## config.mk

```make
export PLATFORM = sky130hd
export DESIGN_NAME = jrt_cell
export DESIGN_NICKNAME = d
export VERILOG_FILES = /design/src/jrt_pkg.sv /design/src/jrt_cell.sv
export SDC_FILE = /design/constraint.sdc
export NUM_CORES = 1
export LEC_CHECK = 0
export ABC_AREA = 1
export BUFFER_PORTS_ARGS = -buffer_cell sky130_fd_sc_hd__buf_2
export CORE_ASPECT_RATIO = 0.75
export CORE_UTILIZATION = 53
export CTS_CLUSTER_SIZE = 24
export DETAILED_ROUTE_END_ITERATION = 8
export PLACE_DENSITY_LB_ADDON = 0.12
export SLEW_MARGIN = 20
export SYNTH_ARGS = -nofsm -noshare
export SYNTH_HDL_FRONTEND = slang
export SYNTH_SLANG_ARGS = --single-unit
```

## constraint.sdc

```tcl
create_clock -name clk -period 11 [get_ports clk]
set_input_delay 2.2 -clock clk [delete_from_list [all_inputs] [get_ports clk]]
set_output_delay 2.2 -clock clk [all_outputs]
set_load 0.01 [all_outputs]
```

## src/jrt_pkg.sv

```systemverilog
package jrt_pkg;

	localparam int unsigned TABLE_ENTRIES = 64;

	localparam logic [1:0] CMD_ADD   = 2'd0;
	localparam logic [1:0] CMD_CHECK = 2'd1;
	localparam logic [1:0] CMD_CLEAR = 2'd2;

	localparam logic REG_REPLAY_TAIL = 1'b0;

	typedef struct packed {
		logic [1:0]  command;
		logic [63:0] block_number;
		logic [31:0] log_position;
	} request_t;

	typedef struct packed {
		logic inserted_new;
		logic revoked;
		logic table_full;
	} result_t;

	// search token handed from cell to cell
	typedef struct packed {
		logic        act;
		logic        hit;
		logic [31:0] hit_pos;
		logic        free_found;
	} token_t;

	// write-back broadcast to every cell once the search is finished
	typedef struct packed {
		logic        update;
		logic        insert;
		logic        clear;
		logic [63:0] block;
		logic [31:0] position;
	} commit_t;

endpackage

```

## src/jrt_cell.sv

```systemverilog
module jrt_cell (
	input  logic             clk,
	input  logic             arst_n,
	input  logic [63:0]      key,
	input  jrt_pkg::token_t  token_in,
	output jrt_pkg::token_t  token_out,
	input  jrt_pkg::commit_t commit
);

	logic             valid_q;
	logic [63:0]      block_q;
	logic [31:0]      pos_q;
	logic             hit_q;
	logic             claim_q;
	jrt_pkg::token_t  token_q;
	logic             match;
	logic             free;

	assign match     = valid_q && (block_q == key);
	assign free      = !valid_q;
	assign token_out = token_q;

	always_ff @(posedge clk or negedge arst_n) begin
		if (!arst_n) begin
			valid_q <= 1'b0;
			hit_q   <= 1'b0;
			claim_q <= 1'b0;
			token_q <= '0;
		end else begin
			token_q <= '{
				act:        token_in.act,
				hit:        token_in.hit | match,
				hit_pos:    match ? pos_q : token_in.hit_pos,
				free_found: token_in.free_found | free
			};
			if (token_in.act) begin
				hit_q   <= match;
				claim_q <= free && !token_in.free_found;
			end
			if (commit.clear) begin
				valid_q <= 1'b0;
			end else if (commit.insert && claim_q) begin
				valid_q <= 1'b1;
			end
		end
	end

	always_ff @(posedge clk) begin
		if (commit.insert && claim_q && !commit.clear) begin
			block_q <= commit.block;
			pos_q   <= commit.position;
		end else if (commit.update && hit_q) begin
			pos_q <= commit.position;
		end
	end

endmodule

```

==> results.toml <==
[status]
status = "finished, final reports clean"

[sta]
finalSetupTns_ps = 0
slew_headroom = 0.425
hold_violations = 0
rsz0062_at_grt = "false"
setup_viol = 0
worst_pin_slew_ps = 862
fmax_ghz = 0.229
fin_crit_ps = 4370
slew_violations = 0
fin_skew_ps = 9.06
fin_crit_sh = 0.397

[clocking]
h-tree-depth = 4
clockBufferDepth = 2
holdBufCountCts = 0
path_clk_slew_ps = 60
post_cts_buffers = 0
cts.sinks = 134
clk_latency_ps = 420
cts_tree = "done"
root_buffer = "clkbuf_16"
postCtsResizedCells = 0
cts_buffers = 17

[worst_hold_path]
hold_path_class = "reg2reg"
hold_path_depth = 2
hold_end = "hit_q$_DFFE_PN0P_"
min_from = "hit_q$_DFFE_PN0P_"

[drt]
drtAntennaViolNets = 0
drt_iter0_drc = 326
via_count = 5280
routed_wl_um = 16100
drt-pass1-iter-count = 5
wl_per_cell_um = 14.8
drc_errors = 0
routed_via_density = 4.85

[cells_and_area]
layout_commonest_cell = "nand2_1"
diodes = 0
stdcell_count = 1089
drive_gt1_frac = 0.292
layout_common_cells = "290 x nand2_1, 234 x buf_2, 107 x inv_1, 96 x edfxtp_1, 82 x nor2_1"
nNetsFinal = 1136
final.fill_count = 848
area_growth_pct = 30.6

[floorplan]
num_rows = 33
core_sq_um = 11100
fp.dieH_um = 95.2
die_area_sq_um = 12000
start_util = 0.552
io_pins = 235
dieWidth_um = 126

[worst_setup_path]
critPathKind = "in2reg"
end_kind = "flip-flop"
rr_worst_depth = 10
rr_startpoint = "block_q[40]$_DFFE_PP_"
start_kind = "input pin"
crit_path_cell_trace = "buf_2, nor2_1, nor2_1, nor2_1, nand2_1, nor2_1, nand2_1, nor2_4, nand3_2, nand2_1, nand2_1"
worstPathMaxFanout = 33
worstSetupStartpoint = "key[40]"
crit_required_ps = 11300
rrSetupSlack_ps = 8120
timing.rr.end = "token_out[24]$_DFF_PN0_"
worstPathArrival_ps = 4670
critPathSlowestCell = "nand3_2"
cpPeakStageDelay_ps = 730

[power]
peakVddDrop_mv = 0.127
p_per_area_nw_per_um2 = 152
cellLeakagePower_nw = 4.22

[synth]
synth_mux_area_frac = 0
synth_top_cell_by_area = "edfxtp_1"
ys_seq_area_frac = 0.625
synth_area_sq_um = 6130
synth-seq-cells = 134
synth-xor-area-share = 0.0143
synth.distinct_cells = 24
synth_compound_area_frac = 0.00449
ys_warn_count = 0
synthTopCellsByArea = "edfxtp_1 47%, nand2_1 18%, dfrtp_1 16%"
syn_avg_cell_area_sq_um = 8.87
synthSimpleGateAreaFrac = 0.280
synth_fa_ha_area_frac = 0
netlist.area_leader.share = 0.470
syn_inst = 692
synth_top_family_by_area = "simple AND/OR/NAND/NOR gates"
syn_nets = 892

[placement]
dp_cells = 1057
numPortBuffers = 234
hpwl_um = 12300
gp_congestion = 0.836

[global_routing]
first_global_vias = 5133
grt_pass1_wl_um = 24600
grt_max_degree = 65
met1_usage = 0.373
overflow = 0
antenna_found_initial = 0
grt_util_all_layers = 0.278
met2_usage = 0.455
grt-busiest-layer = "met2"
met3_usage = 0.0617

[job]
cap_violations = 0
through the flow:
stage          hold slack (ps)  utilization  area (sq um)  power, mW  setup slack, ps
6_report                   488        0.721          8010       1.22             6630
4_1_cts                    492        0.721          8010       1.22             6600
2_1_floorplan              449            -          6130      0.626             5570
3_3_place_gp               466        0.671          7450      0.684             6360
5_1_grt                    516        0.721          8010       1.26             6390
3_5_place_dp               475        0.671          7450      0.688             6180
power breakdown:
group / leakage [nW] / total [mW] / internal, mW / switching, mW
Combinational: 2.62 / 0.109 / 0.0475 / 0.0616
Clock: 0.272 / 0.540 / 0.298 / 0.242
Sequential: 1.32 / 0.570 / 0.563 / 0.00638
cell families (layout without fill, tap and decap cells):
group	Yosys count	in the layout
AND/OR/NAND/NOR	423	423
flip-flops	134	134
buffers and inverters	120	377
XOR/XNOR	10	10
AO/OA/AOI/OAI	5	5
area by class of cell:
cell class / instances / area (sq um) / share of cell area
inverter: 108 / 405 / 0.0506
clock inverter: 15 / 133 / 0.0166
timing repair buffer: 237 / 1190 / 0.149
clock buffer: 17 / 425 / 0.0531
multi-input combinational: 438 / 1850 / 0.230
tap: 140 / 175 / 0.0219
sequential: 134 / 3830 / 0.478
flip-flops by register name (all words and copies together), names as in the netlist:
register   flops
claim_q        1
token_out     35
hit_q          1
valid_q        1
pos_q         32
block_q       64
worst max-delay path, delay by kind of cell:
| family | cells | cell delay (ps) |
|---|---|---|
| AND/OR/NAND/NOR | 10 | 2350 |
| buffers and inverters | 1 | 100 |
layer usage:
layer	vias up	wire (um)
met3	20	1340
met5	-	0
met4	0	227
met1	2381	7090
li1	2654	-
met2	225	7400
synthesized netlist by cell type:
cell      number
a21oi_1        1
and2_1         1
and3_1         1
buf_2         12
dfrtp_1       38
edfxtp_1      96
inv_1        107
inv_2          1
nand2_1      290
nand2b_1       1
nand3_1        5
nand3_2        1
nand3b_1       1
nand4_1       35
nor2_1        83
nor2_2         1
nor2_4         2
nor3_1         1
o21ai_0        2
o21ai_1        1
o31ai_1        1
or2_2          1
xnor2_1        4
xor2_1         6
worst max-delay path by stage:
| stage | to | slack [ps] |
|---|---|---|
| after floorplan | block_q[0]$_DFFE_PP_ | 5570 |
| after global placement | token_out[27]$_DFF_PN0_ | 6360 |
| after detailed placement | token_out[24]$_DFF_PN0_ | 6180 |
| after CTS | token_out[24]$_DFF_PN0_ | 6600 |
| after global routing | token_out[7]$_DFF_PN0_ | 6390 |
| final | token_out[24]$_DFF_PN0_ | 6630 |
Note: power is estimated with default switching activity, not from simulation.
